--- src/wav_header_parser_unit_macros.svh ---
// assertion helpers for the wav header parser
`ifndef WAV_HEADER_PARSER_UNIT_MACROS_SVH
`define WAV_HEADER_PARSER_UNIT_MACROS_SVH

// same-cycle implication, disabled during reset
`define WAVHP_ASSERT_NOW(label, clk, rst_n, ante, cons) \
  label: assert property (@(posedge clk) disable iff (!rst_n) (ante) |-> (cons)) \
    else $error("wav header parser: same-cycle check failed");

// next-cycle implication, disabled during reset
`define WAVHP_ASSERT_NEXT(label, clk, rst_n, ante, cons) \
  label: assert property (@(posedge clk) disable iff (!rst_n) (ante) |=> (cons)) \
    else $error("wav header parser: next-cycle check failed");

`endif

--- src/wavhp_pkg.sv ---
package wavhp_pkg;

  localparam int unsigned CLK_W  = 27;
  localparam int unsigned BYTE_W = 8;
  localparam int unsigned CNT_W  = 32;
  localparam int unsigned ID_W   = 32;
  localparam int unsigned RATE_W = 16;
  localparam int unsigned RES_W  = 5;
  localparam int unsigned CMP_W  = 8;
  localparam int unsigned LO_W   = 5;
  localparam int unsigned PRE_SHIFT = 3;
  localparam int unsigned QUO_W  = CLK_W - PRE_SHIFT;
  localparam int unsigned STEP_W = $clog2(QUO_W + 1);

  localparam logic [CLK_W-1:0] CLOCK_HZ_RST = CLK_W'(16000000);

  localparam logic [ID_W-1:0] ID_WAVE = 32'h4556_4157;
  localparam logic [ID_W-1:0] ID_FMT  = 32'h2074_6D66;
  localparam logic [ID_W-1:0] ID_DATA = 32'h6174_6164;
  localparam logic [ID_W-1:0] ID_LIST = 32'h5453_494C;
  localparam logic [ID_W-1:0] ID_FACT = 32'h7463_6166;

  localparam logic [CNT_W-1:0] FMT_MIN = 32'd16;
  localparam logic [CNT_W-1:0] FMT_MAX = 32'd100;

  localparam logic [BYTE_W-1:0] FMT_PCM    = 8'd1;
  localparam logic [BYTE_W-1:0] CH_MONO    = 8'd1;
  localparam logic [BYTE_W-1:0] CH_STEREO  = 8'd2;
  localparam logic [BYTE_W-1:0] RES_8      = 8'd8;
  localparam logic [BYTE_W-1:0] RES_16     = 8'd16;
  localparam logic [RATE_W-1:0] CMP_LIMIT  = 16'd255;

  // header offsets
  localparam logic [LO_W-1:0] OFF_RIFF_ID   = 5'd8;
  localparam logic [LO_W-1:0] OFF_RIFF_LAST = 5'd11;
  localparam logic [LO_W-1:0] OFF_ID_END    = 5'd4;
  localparam logic [LO_W-1:0] OFF_HDR_LAST  = 5'd7;
  localparam logic [LO_W-1:0] OFF_FMT_TAG   = 5'd0;
  localparam logic [LO_W-1:0] OFF_FMT_CH    = 5'd2;
  localparam logic [LO_W-1:0] OFF_FMT_RLO   = 5'd4;
  localparam logic [LO_W-1:0] OFF_FMT_RHI   = 5'd5;
  localparam logic [LO_W-1:0] OFF_FMT_BITS  = 5'd14;

  typedef struct packed {
    logic clear;
    logic cnt_clr;
    logic cnt_inc;
    logic shift_id;
    logic shift_size;
    logic load_stereo;
    logic load_rate_lo;
    logic load_rate_hi;
    logic load_res;
    logic div_start;
    logic emit;
    logic emit_ok;
  } cmd_t;

  typedef struct packed {
    logic [LO_W-1:0] cnt_lo;
    logic            cnt_hi_zero;
    logic            next_eq_size;
    logic            wave_nxt;
    logic            id_fmt;
    logic            id_data;
    logic            id_skip;
    logic            size_fmt_ok;
    logic            size_zero;
    logic            byte_pcm;
    logic            byte_ch_ok;
    logic            byte_res_ok;
    logic            rate_ok;
    logic            div_busy;
    logic            out_free;
  } stat_t;

endpackage

--- src/wavhp_in_if.sv ---
interface wavhp_in_if;
  logic                         valid;
  logic                         ready;
  logic [wavhp_pkg::BYTE_W-1:0] byte_value;
  logic                         first_byte;
  logic                         last_byte;

  modport source (output valid, output byte_value, output first_byte, output last_byte,
                  input ready);
  modport sink (input valid, input byte_value, input first_byte, input last_byte,
                output ready);
endinterface

--- src/wavhp_out_if.sv ---
interface wavhp_out_if;
  logic                         valid;
  logic                         ready;
  logic                         status;
  logic [wavhp_pkg::CNT_W-1:0]  data_bytes;
  logic                         stereo;
  logic [wavhp_pkg::RES_W-1:0]  bits_per_sample;
  logic [wavhp_pkg::RATE_W-1:0] sample_rate;
  logic [wavhp_pkg::CMP_W-1:0]  timer_compare;
  logic                         slow_prescaler;

  modport source (output valid, output status, output data_bytes, output stereo,
                  output bits_per_sample, output sample_rate, output timer_compare,
                  output slow_prescaler, input ready);
  modport sink (input valid, input status, input data_bytes, input stereo,
                input bits_per_sample, input sample_rate, input timer_compare,
                input slow_prescaler, output ready);
endinterface

--- src/wavhp_ctrl.sv ---
module wavhp_ctrl (
  input  logic                clk,
  input  logic                rst_n,
  input  logic                in_valid,
  input  logic                in_first,
  input  logic                in_last,
  output logic                in_ready,
  input  wavhp_pkg::stat_t    stat,
  output wavhp_pkg::cmd_t     cmd
);

  localparam logic [2:0] PH_IDLE = 3'd0;
  localparam logic [2:0] PH_RIFF = 3'd1;
  localparam logic [2:0] PH_HDR  = 3'd2;
  localparam logic [2:0] PH_FMT  = 3'd3;
  localparam logic [2:0] PH_SKIP = 3'd4;
  localparam logic [2:0] PH_DONE = 3'd5;

  logic [2:0] phase_r;
  logic [2:0] phase_nxt;
  logic       acc;
  logic       bad;
  logic       ok;
  logic       active;

  function automatic logic cnt_is(input wavhp_pkg::stat_t s,
                                  input logic [wavhp_pkg::LO_W-1:0] k);
    return s.cnt_hi_zero && (s.cnt_lo == k);
  endfunction

  assign in_ready = !stat.div_busy && stat.out_free;
  assign acc      = in_valid && in_ready;

  always_comb begin
    cmd       = '0;
    phase_nxt = phase_r;
    bad       = 1'b0;
    ok        = 1'b0;
    active    = 1'b0;
    if (acc) begin
      if (in_first) begin
        // restart: this byte is file byte 0, nothing to decode yet
        cmd.clear   = 1'b1;
        cmd.cnt_inc = 1'b1;
        phase_nxt   = PH_RIFF;
        active      = 1'b1;
      end else begin
        unique case (phase_r)
          PH_RIFF: begin
            active      = 1'b1;
            cmd.cnt_inc = 1'b1;
            cmd.shift_id = !(stat.cnt_hi_zero && (stat.cnt_lo < wavhp_pkg::OFF_RIFF_ID));
            if (cnt_is(stat, wavhp_pkg::OFF_RIFF_LAST)) begin
              if (stat.wave_nxt) begin
                phase_nxt   = PH_HDR;
                cmd.cnt_clr = 1'b1;
              end else begin
                bad = 1'b1;
              end
            end
          end
          PH_HDR: begin
            active         = 1'b1;
            cmd.cnt_inc    = 1'b1;
            cmd.shift_id   = stat.cnt_hi_zero && (stat.cnt_lo < wavhp_pkg::OFF_ID_END);
            cmd.shift_size = !cmd.shift_id;
            if (cnt_is(stat, wavhp_pkg::OFF_HDR_LAST)) begin
              cmd.cnt_clr = 1'b1;
              priority if (stat.id_fmt) begin
                if (stat.size_fmt_ok) phase_nxt = PH_FMT;
                else bad = 1'b1;
              end else if (stat.id_data) begin
                ok = 1'b1;
              end else if (stat.id_skip) begin
                if (!stat.size_zero) phase_nxt = PH_SKIP;
              end else begin
                bad = 1'b1;
              end
            end
          end
          PH_FMT: begin
            active      = 1'b1;
            cmd.cnt_inc = 1'b1;
            if (cnt_is(stat, wavhp_pkg::OFF_FMT_TAG) && !stat.byte_pcm) bad = 1'b1;
            if (cnt_is(stat, wavhp_pkg::OFF_FMT_CH)) begin
              if (stat.byte_ch_ok) cmd.load_stereo = 1'b1;
              else bad = 1'b1;
            end
            if (cnt_is(stat, wavhp_pkg::OFF_FMT_RLO)) cmd.load_rate_lo = 1'b1;
            if (cnt_is(stat, wavhp_pkg::OFF_FMT_RHI)) begin
              cmd.load_rate_hi = 1'b1;
              if (stat.rate_ok) cmd.div_start = !in_last;
              else bad = 1'b1;
            end
            if (cnt_is(stat, wavhp_pkg::OFF_FMT_BITS)) begin
              if (stat.byte_res_ok) cmd.load_res = 1'b1;
              else bad = 1'b1;
            end
            if (!bad && stat.next_eq_size) begin
              phase_nxt   = PH_HDR;
              cmd.cnt_clr = 1'b1;
            end
          end
          PH_SKIP: begin
            active      = 1'b1;
            cmd.cnt_inc = 1'b1;
            if (stat.next_eq_size) begin
              phase_nxt   = PH_HDR;
              cmd.cnt_clr = 1'b1;
            end
          end
          default: begin
            active = 1'b0;
          end
        endcase
      end
      if (active && (bad || ok || in_last)) begin
        cmd.emit    = 1'b1;
        cmd.emit_ok = ok;
        phase_nxt   = PH_DONE;
      end
    end
  end

  always_ff @(posedge clk) begin
    if (!rst_n) begin
      phase_r <= PH_IDLE;
    end else begin
      phase_r <= phase_nxt;
    end
  end

endmodule

--- src/wavhp_dpath.sv ---
module wavhp_dpath (
  input  logic                             clk,
  input  logic                             rst_n,
  input  logic                             cfg_we,
  input  logic [wavhp_pkg::CLK_W-1:0]      cfg_wdata,
  input  logic [wavhp_pkg::BYTE_W-1:0]     in_byte,
  input  wavhp_pkg::cmd_t                  cmd,
  output wavhp_pkg::stat_t                 stat,
  input  logic                             out_ready,
  output logic                             out_valid,
  output logic                             out_status,
  output logic [wavhp_pkg::CNT_W-1:0]      out_data_bytes,
  output logic                             out_stereo,
  output logic [wavhp_pkg::RES_W-1:0]      out_bits,
  output logic [wavhp_pkg::RATE_W-1:0]     out_rate,
  output logic [wavhp_pkg::CMP_W-1:0]      out_cmp,
  output logic                             out_pre
);

  localparam int unsigned QW = wavhp_pkg::QUO_W;
  localparam int unsigned RW = wavhp_pkg::RATE_W;

  logic [wavhp_pkg::CLK_W-1:0]  clock_hz_r;
  logic [wavhp_pkg::CNT_W-1:0]  cnt_r, cnt_nxt, cnt_base, cnt_inc1;
  logic [wavhp_pkg::ID_W-1:0]   id_r, id_nxt, id_sh;
  logic [wavhp_pkg::CNT_W-1:0]  size_r, size_nxt, size_sh;
  logic                         stereo_r;
  logic [wavhp_pkg::RES_W-1:0]  res_r;
  logic [RW-1:0]                rate_r, rate_full;
  logic [wavhp_pkg::CMP_W-1:0]  cmp_r;
  logic                         pre_r;

  logic                         busy_r;
  logic [wavhp_pkg::STEP_W-1:0] step_r;
  logic [QW-1:0]                quo_r;
  logic [RW-1:0]                rem_r;
  logic [RW-1:0]                dvs_r;
  logic [RW:0]                  rem_sh;
  logic [RW+1:0]                diff;
  logic [RW-1:0]                v8, v64;
  logic [QW-1:0]                q64;
  logic                         big;

  logic                         out_valid_r;

  assign id_sh     = {in_byte, id_r[wavhp_pkg::ID_W-1:wavhp_pkg::BYTE_W]};
  assign size_sh   = {in_byte, size_r[wavhp_pkg::CNT_W-1:wavhp_pkg::BYTE_W]};
  assign rate_full = {in_byte, rate_r[wavhp_pkg::BYTE_W-1:0]};
  assign cnt_inc1  = cnt_r + wavhp_pkg::CNT_W'(1);

  always_comb begin
    stat              = '0;
    stat.cnt_lo       = cnt_r[wavhp_pkg::LO_W-1:0];
    stat.cnt_hi_zero  = (cnt_r[wavhp_pkg::CNT_W-1:wavhp_pkg::LO_W] == '0);
    stat.next_eq_size = (cnt_inc1 == size_r);
    stat.wave_nxt     = (id_sh == wavhp_pkg::ID_WAVE);
    stat.id_fmt       = (id_r == wavhp_pkg::ID_FMT);
    stat.id_data      = (id_r == wavhp_pkg::ID_DATA);
    stat.id_skip      = (id_r == wavhp_pkg::ID_LIST) || (id_r == wavhp_pkg::ID_FACT);
    stat.size_fmt_ok  = (size_sh >= wavhp_pkg::FMT_MIN) && (size_sh <= wavhp_pkg::FMT_MAX);
    stat.size_zero    = (size_sh == '0);
    stat.byte_pcm     = (in_byte == wavhp_pkg::FMT_PCM);
    stat.byte_ch_ok   = (in_byte == wavhp_pkg::CH_MONO) || (in_byte == wavhp_pkg::CH_STEREO);
    stat.byte_res_ok  = (in_byte == wavhp_pkg::RES_8) || (in_byte == wavhp_pkg::RES_16);
    stat.rate_ok      = (rate_full != '0);
    stat.div_busy     = busy_r;
    stat.out_free     = !out_valid_r || out_ready;
  end

  // byte counter and header shift registers
  always_comb begin
    cnt_base = cmd.clear ? '0 : cnt_r;
    priority if (cmd.cnt_clr) cnt_nxt = '0;
    else if (cmd.cnt_inc)     cnt_nxt = cnt_base + wavhp_pkg::CNT_W'(1);
    else                      cnt_nxt = cnt_base;
    priority if (cmd.clear)   id_nxt = '0;
    else if (cmd.shift_id)    id_nxt = id_sh;
    else                      id_nxt = id_r;
    priority if (cmd.clear)   size_nxt = '0;
    else if (cmd.shift_size)  size_nxt = size_sh;
    else                      size_nxt = size_r;
  end

  // restoring divider step, one quotient bit per cycle
  assign rem_sh = {rem_r, quo_r[QW-1]};
  assign diff   = {1'b0, rem_sh} - {2'b00, dvs_r};
  assign v8     = quo_r[RW-1:0] - RW'(1);
  assign big    = (v8 > wavhp_pkg::CMP_LIMIT);
  assign q64    = quo_r >> wavhp_pkg::PRE_SHIFT;
  assign v64    = q64[RW-1:0] - RW'(1);

  always_ff @(posedge clk) begin
    if (!rst_n) begin
      clock_hz_r  <= wavhp_pkg::CLOCK_HZ_RST;
      cnt_r       <= '0;
      id_r        <= '0;
      size_r      <= '0;
      stereo_r    <= 1'b0;
      res_r       <= '0;
      rate_r      <= '0;
      cmp_r       <= '0;
      pre_r       <= 1'b0;
      busy_r      <= 1'b0;
      step_r      <= '0;
      out_valid_r <= 1'b0;
    end else begin
      if (cfg_we) clock_hz_r <= cfg_wdata;
      cnt_r  <= cnt_nxt;
      id_r   <= id_nxt;
      size_r <= size_nxt;
      if (cmd.clear) begin
        stereo_r <= 1'b0;
        res_r    <= '0;
        rate_r   <= '0;
        cmp_r    <= '0;
        pre_r    <= 1'b0;
      end else begin
        if (cmd.load_stereo)  stereo_r <= (in_byte == wavhp_pkg::CH_STEREO);
        if (cmd.load_res)     res_r <= in_byte[wavhp_pkg::RES_W-1:0];
        if (cmd.load_rate_lo) rate_r <= {{(RW-wavhp_pkg::BYTE_W){1'b0}}, in_byte};
        if (cmd.load_rate_hi) rate_r <= rate_full;
        if (busy_r && (step_r == '0)) begin
          cmp_r <= big ? v64[wavhp_pkg::CMP_W-1:0] : v8[wavhp_pkg::CMP_W-1:0];
          pre_r <= big;
        end
      end
      if (cmd.div_start) begin
        busy_r <= 1'b1;
        step_r <= wavhp_pkg::STEP_W'(QW);
      end else if (busy_r) begin
        if (step_r == '0) busy_r <= 1'b0;
        else step_r <= step_r - wavhp_pkg::STEP_W'(1);
      end
      if (cmd.emit) out_valid_r <= 1'b1;
      else if (out_ready) out_valid_r <= 1'b0;
    end
  end

  always_ff @(posedge clk) begin
    if (cmd.div_start) begin
      quo_r <= clock_hz_r[wavhp_pkg::CLK_W-1:wavhp_pkg::PRE_SHIFT];
      rem_r <= '0;
      dvs_r <= rate_full;
    end else if (busy_r && (step_r != '0)) begin
      if (!diff[RW+1]) begin
        rem_r <= diff[RW-1:0];
        quo_r <= {quo_r[QW-2:0], 1'b1};
      end else begin
        rem_r <= rem_sh[RW-1:0];
        quo_r <= {quo_r[QW-2:0], 1'b0};
      end
    end
    if (cmd.emit) begin
      out_status     <= !cmd.emit_ok;
      out_data_bytes <= cmd.emit_ok ? size_sh : '0;
      out_stereo     <= cmd.emit_ok && stereo_r;
      out_bits       <= cmd.emit_ok ? res_r : '0;
      out_rate       <= cmd.emit_ok ? rate_r : '0;
      out_cmp        <= cmd.emit_ok ? cmp_r : '0;
      out_pre        <= cmd.emit_ok && pre_r;
    end
  end

  assign out_valid = out_valid_r;

endmodule

--- src/wav_header_parser_unit.sv ---
// wav header parser: takes a wav file one byte per in_ch transaction
// (byte_value, first_byte marks byte 0, last_byte marks the end) and returns
// one out_ch transaction per file: status 0 with the data chunk size and the
// fmt chunk fields, or status 1 with all other fields zero.
// cfg_we/cfg_wdata write clock_hz, used for the timer compare value; write it
// only while no file is being parsed.
// throughput: one byte per cycle while out_ch has room, except at fmt offset 5 where the timer
// division runs on a one-bit-per-cycle restoring divider; in_ch.ready then
// stays low while it works out the 24 quotient bits and a finishing step.
// output: the result is registered and shows on out_ch in the cycle after the
// byte that decides it.
// stall: while a result waits on out_ch, in_ch.ready stays low; a result is
// replaced in the same cycle that out_ch.ready takes it.
// reset: rst_n low for one clock clears the parser to wait for a first byte,
// drops out_ch.valid and sets clock_hz to 16000000.
module wav_header_parser_unit (
  input  logic                         clk,
  input  logic                         rst_n,
  input  logic                         cfg_we,
  input  logic [wavhp_pkg::CLK_W-1:0]  cfg_wdata,
  wavhp_in_if.sink                     in_ch,
  wavhp_out_if.source                  out_ch
);

  `include "wav_header_parser_unit_macros.svh"

  wavhp_pkg::cmd_t  cmd;
  wavhp_pkg::stat_t stat;
  logic             in_ready;

  wavhp_ctrl u_ctrl (
    .clk      (clk),
    .rst_n    (rst_n),
    .in_valid (in_ch.valid),
    .in_first (in_ch.first_byte),
    .in_last  (in_ch.last_byte),
    .in_ready (in_ready),
    .stat     (stat),
    .cmd      (cmd)
  );

  wavhp_dpath u_dpath (
    .clk            (clk),
    .rst_n          (rst_n),
    .cfg_we         (cfg_we),
    .cfg_wdata      (cfg_wdata),
    .in_byte        (in_ch.byte_value),
    .cmd            (cmd),
    .stat           (stat),
    .out_ready      (out_ch.ready),
    .out_valid      (out_ch.valid),
    .out_status     (out_ch.status),
    .out_data_bytes (out_ch.data_bytes),
    .out_stereo     (out_ch.stereo),
    .out_bits       (out_ch.bits_per_sample),
    .out_rate       (out_ch.sample_rate),
    .out_cmp        (out_ch.timer_compare),
    .out_pre        (out_ch.slow_prescaler)
  );

  assign in_ch.ready = in_ready;

  `WAVHP_ASSERT_NOW(a_emit_room, clk, rst_n, cmd.emit, !out_ch.valid || out_ch.ready)
  `WAVHP_ASSERT_NEXT(a_div_busy, clk, rst_n, cmd.div_start, stat.div_busy && !in_ch.ready)
  `WAVHP_ASSERT_NOW(a_bad_zero, clk, rst_n, out_ch.valid && out_ch.status,
    out_ch.data_bytes == '0 && out_ch.bits_per_sample == '0 && !out_ch.stereo)
  `WAVHP_ASSERT_NOW(a_ok_bits, clk, rst_n, out_ch.valid && !out_ch.status,
    out_ch.bits_per_sample == 5'd0 || out_ch.bits_per_sample == 5'd8 ||
    out_ch.bits_per_sample == 5'd16)

endmodule

--- src/flat_wrapper.sv ---
// flat-port wrapper written by rule: the top's interface ports become plain ports
module wav_header_parser_unit_flat 
  (clk, rst_n, cfg_we, cfg_wdata, in_ch_valid, in_ch_byte_value, in_ch_first_byte, in_ch_last_byte, in_ch_ready, out_ch_valid, out_ch_status, out_ch_data_bytes, out_ch_stereo, out_ch_bits_per_sample, out_ch_sample_rate, out_ch_timer_compare, out_ch_slow_prescaler, out_ch_ready);
  wavhp_in_if in_ch_i ();
  wavhp_out_if out_ch_i ();
  input  logic clk;
  input  logic rst_n;
  input  logic cfg_we;
  input  logic [wavhp_pkg::CLK_W-1:0] cfg_wdata;
  input wire logic [$bits(in_ch_i.valid)-1:0] in_ch_valid;
  input wire logic [$bits(in_ch_i.byte_value)-1:0] in_ch_byte_value;
  input wire logic [$bits(in_ch_i.first_byte)-1:0] in_ch_first_byte;
  input wire logic [$bits(in_ch_i.last_byte)-1:0] in_ch_last_byte;
  output wire logic [$bits(in_ch_i.ready)-1:0] in_ch_ready;
  output wire logic [$bits(out_ch_i.valid)-1:0] out_ch_valid;
  output wire logic [$bits(out_ch_i.status)-1:0] out_ch_status;
  output wire logic [$bits(out_ch_i.data_bytes)-1:0] out_ch_data_bytes;
  output wire logic [$bits(out_ch_i.stereo)-1:0] out_ch_stereo;
  output wire logic [$bits(out_ch_i.bits_per_sample)-1:0] out_ch_bits_per_sample;
  output wire logic [$bits(out_ch_i.sample_rate)-1:0] out_ch_sample_rate;
  output wire logic [$bits(out_ch_i.timer_compare)-1:0] out_ch_timer_compare;
  output wire logic [$bits(out_ch_i.slow_prescaler)-1:0] out_ch_slow_prescaler;
  input wire logic [$bits(out_ch_i.ready)-1:0] out_ch_ready;
  assign in_ch_i.valid = in_ch_valid;
  assign in_ch_i.byte_value = in_ch_byte_value;
  assign in_ch_i.first_byte = in_ch_first_byte;
  assign in_ch_i.last_byte = in_ch_last_byte;
  assign in_ch_ready = in_ch_i.ready;
  assign out_ch_valid = out_ch_i.valid;
  assign out_ch_status = out_ch_i.status;
  assign out_ch_data_bytes = out_ch_i.data_bytes;
  assign out_ch_stereo = out_ch_i.stereo;
  assign out_ch_bits_per_sample = out_ch_i.bits_per_sample;
  assign out_ch_sample_rate = out_ch_i.sample_rate;
  assign out_ch_timer_compare = out_ch_i.timer_compare;
  assign out_ch_slow_prescaler = out_ch_i.slow_prescaler;
  assign out_ch_i.ready = out_ch_ready;
  wav_header_parser_unit u_core (.clk(clk), .rst_n(rst_n), .cfg_we(cfg_we), .cfg_wdata(cfg_wdata), .in_ch(in_ch_i), .out_ch(out_ch_i));
endmodule
--- config.mk ---
export PLATFORM = sky130hd
export DESIGN_NAME = wav_header_parser_unit_flat
export DESIGN_NICKNAME = d
export VERILOG_FILES = /design/src/wavhp_pkg.sv /design/src/wavhp_in_if.sv /design/src/wavhp_out_if.sv /design/src/wavhp_ctrl.sv /design/src/wavhp_dpath.sv /design/src/wav_header_parser_unit.sv /design/src/flat_wrapper.sv
export VERILOG_INCLUDE_DIRS = /design/src /design/src/src
export SDC_FILE = /design/constraint.sdc
export NUM_CORES = 1
export LEC_CHECK = 0
export BUFFER_PORTS_ARGS = -buffer_cell sky130_fd_sc_hd__buf_2
export CAP_MARGIN = 5
export CELL_PAD_IN_SITES_DETAIL_PLACEMENT = 0
export CELL_PAD_IN_SITES_GLOBAL_PLACEMENT = 1
export CORE_MARGIN = 2
export CORE_UTILIZATION = 47
export CTS_CLUSTER_SIZE = 30
export DETAILED_ROUTE_END_ITERATION = 16
export PLACE_DENSITY_LB_ADDON = 0.1
export SETUP_SLACK_MARGIN = 0.5
export SYNTH_ARGS = -nofsm -noshare
export SYNTH_HDL_FRONTEND = slang
export SYNTH_SLANG_ARGS = --single-unit
--- constraint.sdc ---
create_clock -name clk -period 6.3 [get_ports clk]
set_input_delay 0.63 -clock clk [delete_from_list [all_inputs] [get_ports clk]]
set_output_delay 0.63 -clock clk [all_outputs]
set_load 0.02 [all_outputs]
==> qor.csv <==
metric,value,unit
Final min period,4.42,ns
Slew headroom,22.3,%
reg-to-reg startpoint,u_core.u_dpath.cnt_r[16],
Finished Cell Area,0.0158,mm2
Max Freq,0.226,GHz
synthesized area,0.0141,mm2
CP arrival,4.60,ns
clock sink count,281,
cts bufs inserted,31,
CTS tree,done,
top cell type's share of synthesized area,25.2,%
synth cell count leaders,"177 x dfxtp_1, 166 x nor2_1, 117 x mux2i_1",
post-cts gate resize count,0,
placed cell count,1858,
initial antenna violation count,0,
cell with the most instances after synthesis,dfxtp_1,
Lkg Pwr,6.49,nW
TNS Setup,0,ns
synth unique cells,79,
"Clk Latency, worst-skew pair",0.57,ns
WHS,0.287,ns
WL/cell,18.9,um
post-synth top area cell,dfxtp_1,
critical path class,reg -> reg,
Die X,177,um
Synthesis Warnings,0,
post-route ant nets,0,
r2r setup slk,1.88,ns
"slowest stage delay, CP",0.89,ns
vias per inst,5.55,
Hold Path Sink,u_core.u_dpath.clock_hz_r[23],
Bufs on Longest Clock Path,3,
Tot GR Track Use,23.0,%
path depth of the worst reg2reg path,9,
first-pass GRT wire length,56800,um
"Seq/Total Area, Yosys",47.4,%
overall power,4.14,mW
Worst EP required,6.48,ns
Die Y,177,um
final period utilization,70.2,%
GRT overflow,0,
Final Hold Vio Count,0,
Initial Util,47.6,%
hold buffer count at CTS,0,
H-tree Lvls,1,
slowest CP cell,inv_1,
final std cells w/o fill,1916,
Mapped Nets,1504,
Peak supply drop,184,uV
RSZ-0062 raised after global routing,false,
worst-path fanout max,26,
Syn Inst Count,1436,
actual slew at the worst max-slew pin,1.16,ns
core area,0.0296,mm2
CTS Root Buffer Type,clkbuf_16,
max cap viols,0,
DRC viols,0,
Place WS,1.71,ns
Die ar.,0.0313,mm2
worst-case clock skew,0.0164,ns
total wire length,36300,um
critical path's most frequent cell,nor2_1,
DP Area,0.0148,mm2
count of buffer and inverter cells on the critical path,2,
worst hold path type,in -> reg,
Worst path top cell family by delay,simple AND/OR/NAND/NOR gates,
gpl congestion,0.887,
DP Wirelength,24600,um
Worst setup SP type,flop,
"top cells by area, synth","dfxtp_1 25%, edfxtp_1 22%, mux2i_1 8.3%",
Post-CTS Setup Inserts,0,
Syn-to-layout area delta,12.3,%
min-delay src,cfg_wdata[23],
final net count,1569,
"Avg Cell Area, Syn",9.80,um2
PnR worst setup slack,1.88,ns
final setup fails,0,
vias in the first global route,10100,
Port-buffer cells,104,
Power Density,262,mW/mm2
#FFs+latches synth,281,
Post-synth ARST share,0,%
pin count of the biggest net entering global routing,64,
Final Core Density,53.4,%
status,completed,
iteration-0 DRC count of the detailed router,780,
worst path cell trace,"nor4_1, nand4_1, nor2_1, nand2_1, nor3_2, and2_1, buf_4, nor2_1, inv_1",
hold depth,3,
n_diodes,0,
crit end category,flop,
FP Rows,63,
IO Pins,108,
"Primary FF master, synth",dfxtp_1,
share of layout cells above drive strength 1,14.2,%
Clock Pin Slew Worst Setup and Hold Paths,0.06,ns
vias after detailed routing,10600,
"Slew Viols, Final",0,
Post-synth EDFFs,104,
Pre-Repair DR Iteration Count,8,
reg2reg end,u_core.u_dpath.quo_r[5],
## cell type report
type | count | area, um2
well taps | 390 | 488
repair buffers | 113 | 588
fillers | 2717 | 13800
clock inverters | 19 | 180
flip-flops and latches | 281 | 6670
inverters | 42 | 158
clock buffers | 39 | 816
multi-input cells | 1032 | 6900
## state kept, by name (all words and copies together), names as in the netlist, 3 cells and up
signal	flops
u_core.u_dpath.rate_r	16
u_core.u_dpath.step_r	5
u_core.u_dpath.dvs_r	16
u_core.u_dpath.out_bits	5
u_core.u_dpath.clock_hz_r	24
u_core.u_dpath.out_rate	16
u_core.u_dpath.rem_r	16
u_core.u_dpath.id_r	32
u_core.u_dpath.out_data_bytes	32
u_core.u_dpath.out_cmp	8
u_core.u_ctrl.phase_r	3
u_core.u_dpath.quo_r	24
u_core.u_dpath.res_r	5
u_core.u_dpath.cmp_r	8
u_core.u_dpath.size_r	32
u_core.u_dpath.cnt_r	32
## logic make-up (layout without fill, tap and decap cells)
logic type / after synthesis / count (layout) / share of synthesized area, %
buffers and inverters: 123 / 213 / 3.70
AOI/OAI and AO/OA: 158 / 158 / 7.57
muxes: 136 / 136 / 9.85
xor gates and xnor gates: 91 / 91 / 5.67
DFF: 281 / 281 / 47.4
adders and majority gates: 26 / 26 / 2.37
and+or+nand+nor: 621 / 621 / 23.5
## how the worst max path moves through the flow
stage	start	end	slack, ns	cells after the start
floorplan	in_ch_byte_value[2]	u_core.u_dpath.out_bits[0]	0.92	7
global placement	in_ch_byte_value[5]	u_core.u_dpath.out_data_bytes[8]	1.86	9
detailed placement	in_ch_byte_value[5]	u_core.u_dpath.quo_r[9]	1.71	8
CTS	u_core.u_dpath.cnt_r[16]	u_core.u_dpath.quo_r[17]	1.80	9
global route	u_core.u_dpath.cnt_r[16]	u_core.u_dpath.quo_r[17]	1.54	9
finish	u_core.u_dpath.cnt_r[16]	u_core.u_dpath.quo_r[5]	1.88	9
## worst min-delay path, cell delays in order
cell	delay, ns
buf_2	0.08
mux2i_1	0.05
nand2_1	0.06
## metal layers
metal | share of wire [%] | global-route usage, %
met5 | 0 | 0
met4 | 2.4 | 6.40
met3 | 4.7 | 2.99
met2 | 45 | 36.5
met1 | 48 | 33.0
## cell usage in the layout, fill, tap and decap left out, drive strengths merged, types with 6 or more instances in the layout
cell type / Yosys / layout
a22oi: 11 / 11
nand2: 108 / 108
nor2: 171 / 171
mux2: 19 / 19
dfxtp: 177 / 177
o31ai: 6 / 6
nand4: 28 / 28
nand3: 44 / 44
and2: 70 / 70
inv: 42 / 43
clkinv: 0 / 13
nand2b: 12 / 12
o21ai: 43 / 43
and4: 10 / 10
clkbuf: 52 / 39
mux2i: 117 / 117
xor2: 47 / 47
edfxtp: 104 / 104
a31oi: 6 / 6
nor3b: 7 / 7
nor2b: 26 / 26
o21a: 7 / 7
a21oi: 29 / 29
or3: 9 / 9
xnor2: 44 / 44
and3: 14 / 14
ha: 25 / 25
nor4: 33 / 33
a211oi: 6 / 6
nand3b: 9 / 9
nor4b: 6 / 6
buf: 29 / 113
nor3: 47 / 47
o211ai: 11 / 11
## power breakdown
part | total, mW | internal, mW | switching (mW)
clock | 1.78 | 1.04 | 0.740
combinational | 0.379 | 0.119 | 0.259
sequential | 1.98 | 1.95 | 0.0381
No activity file was read; power rests on OpenSTA's default activity.
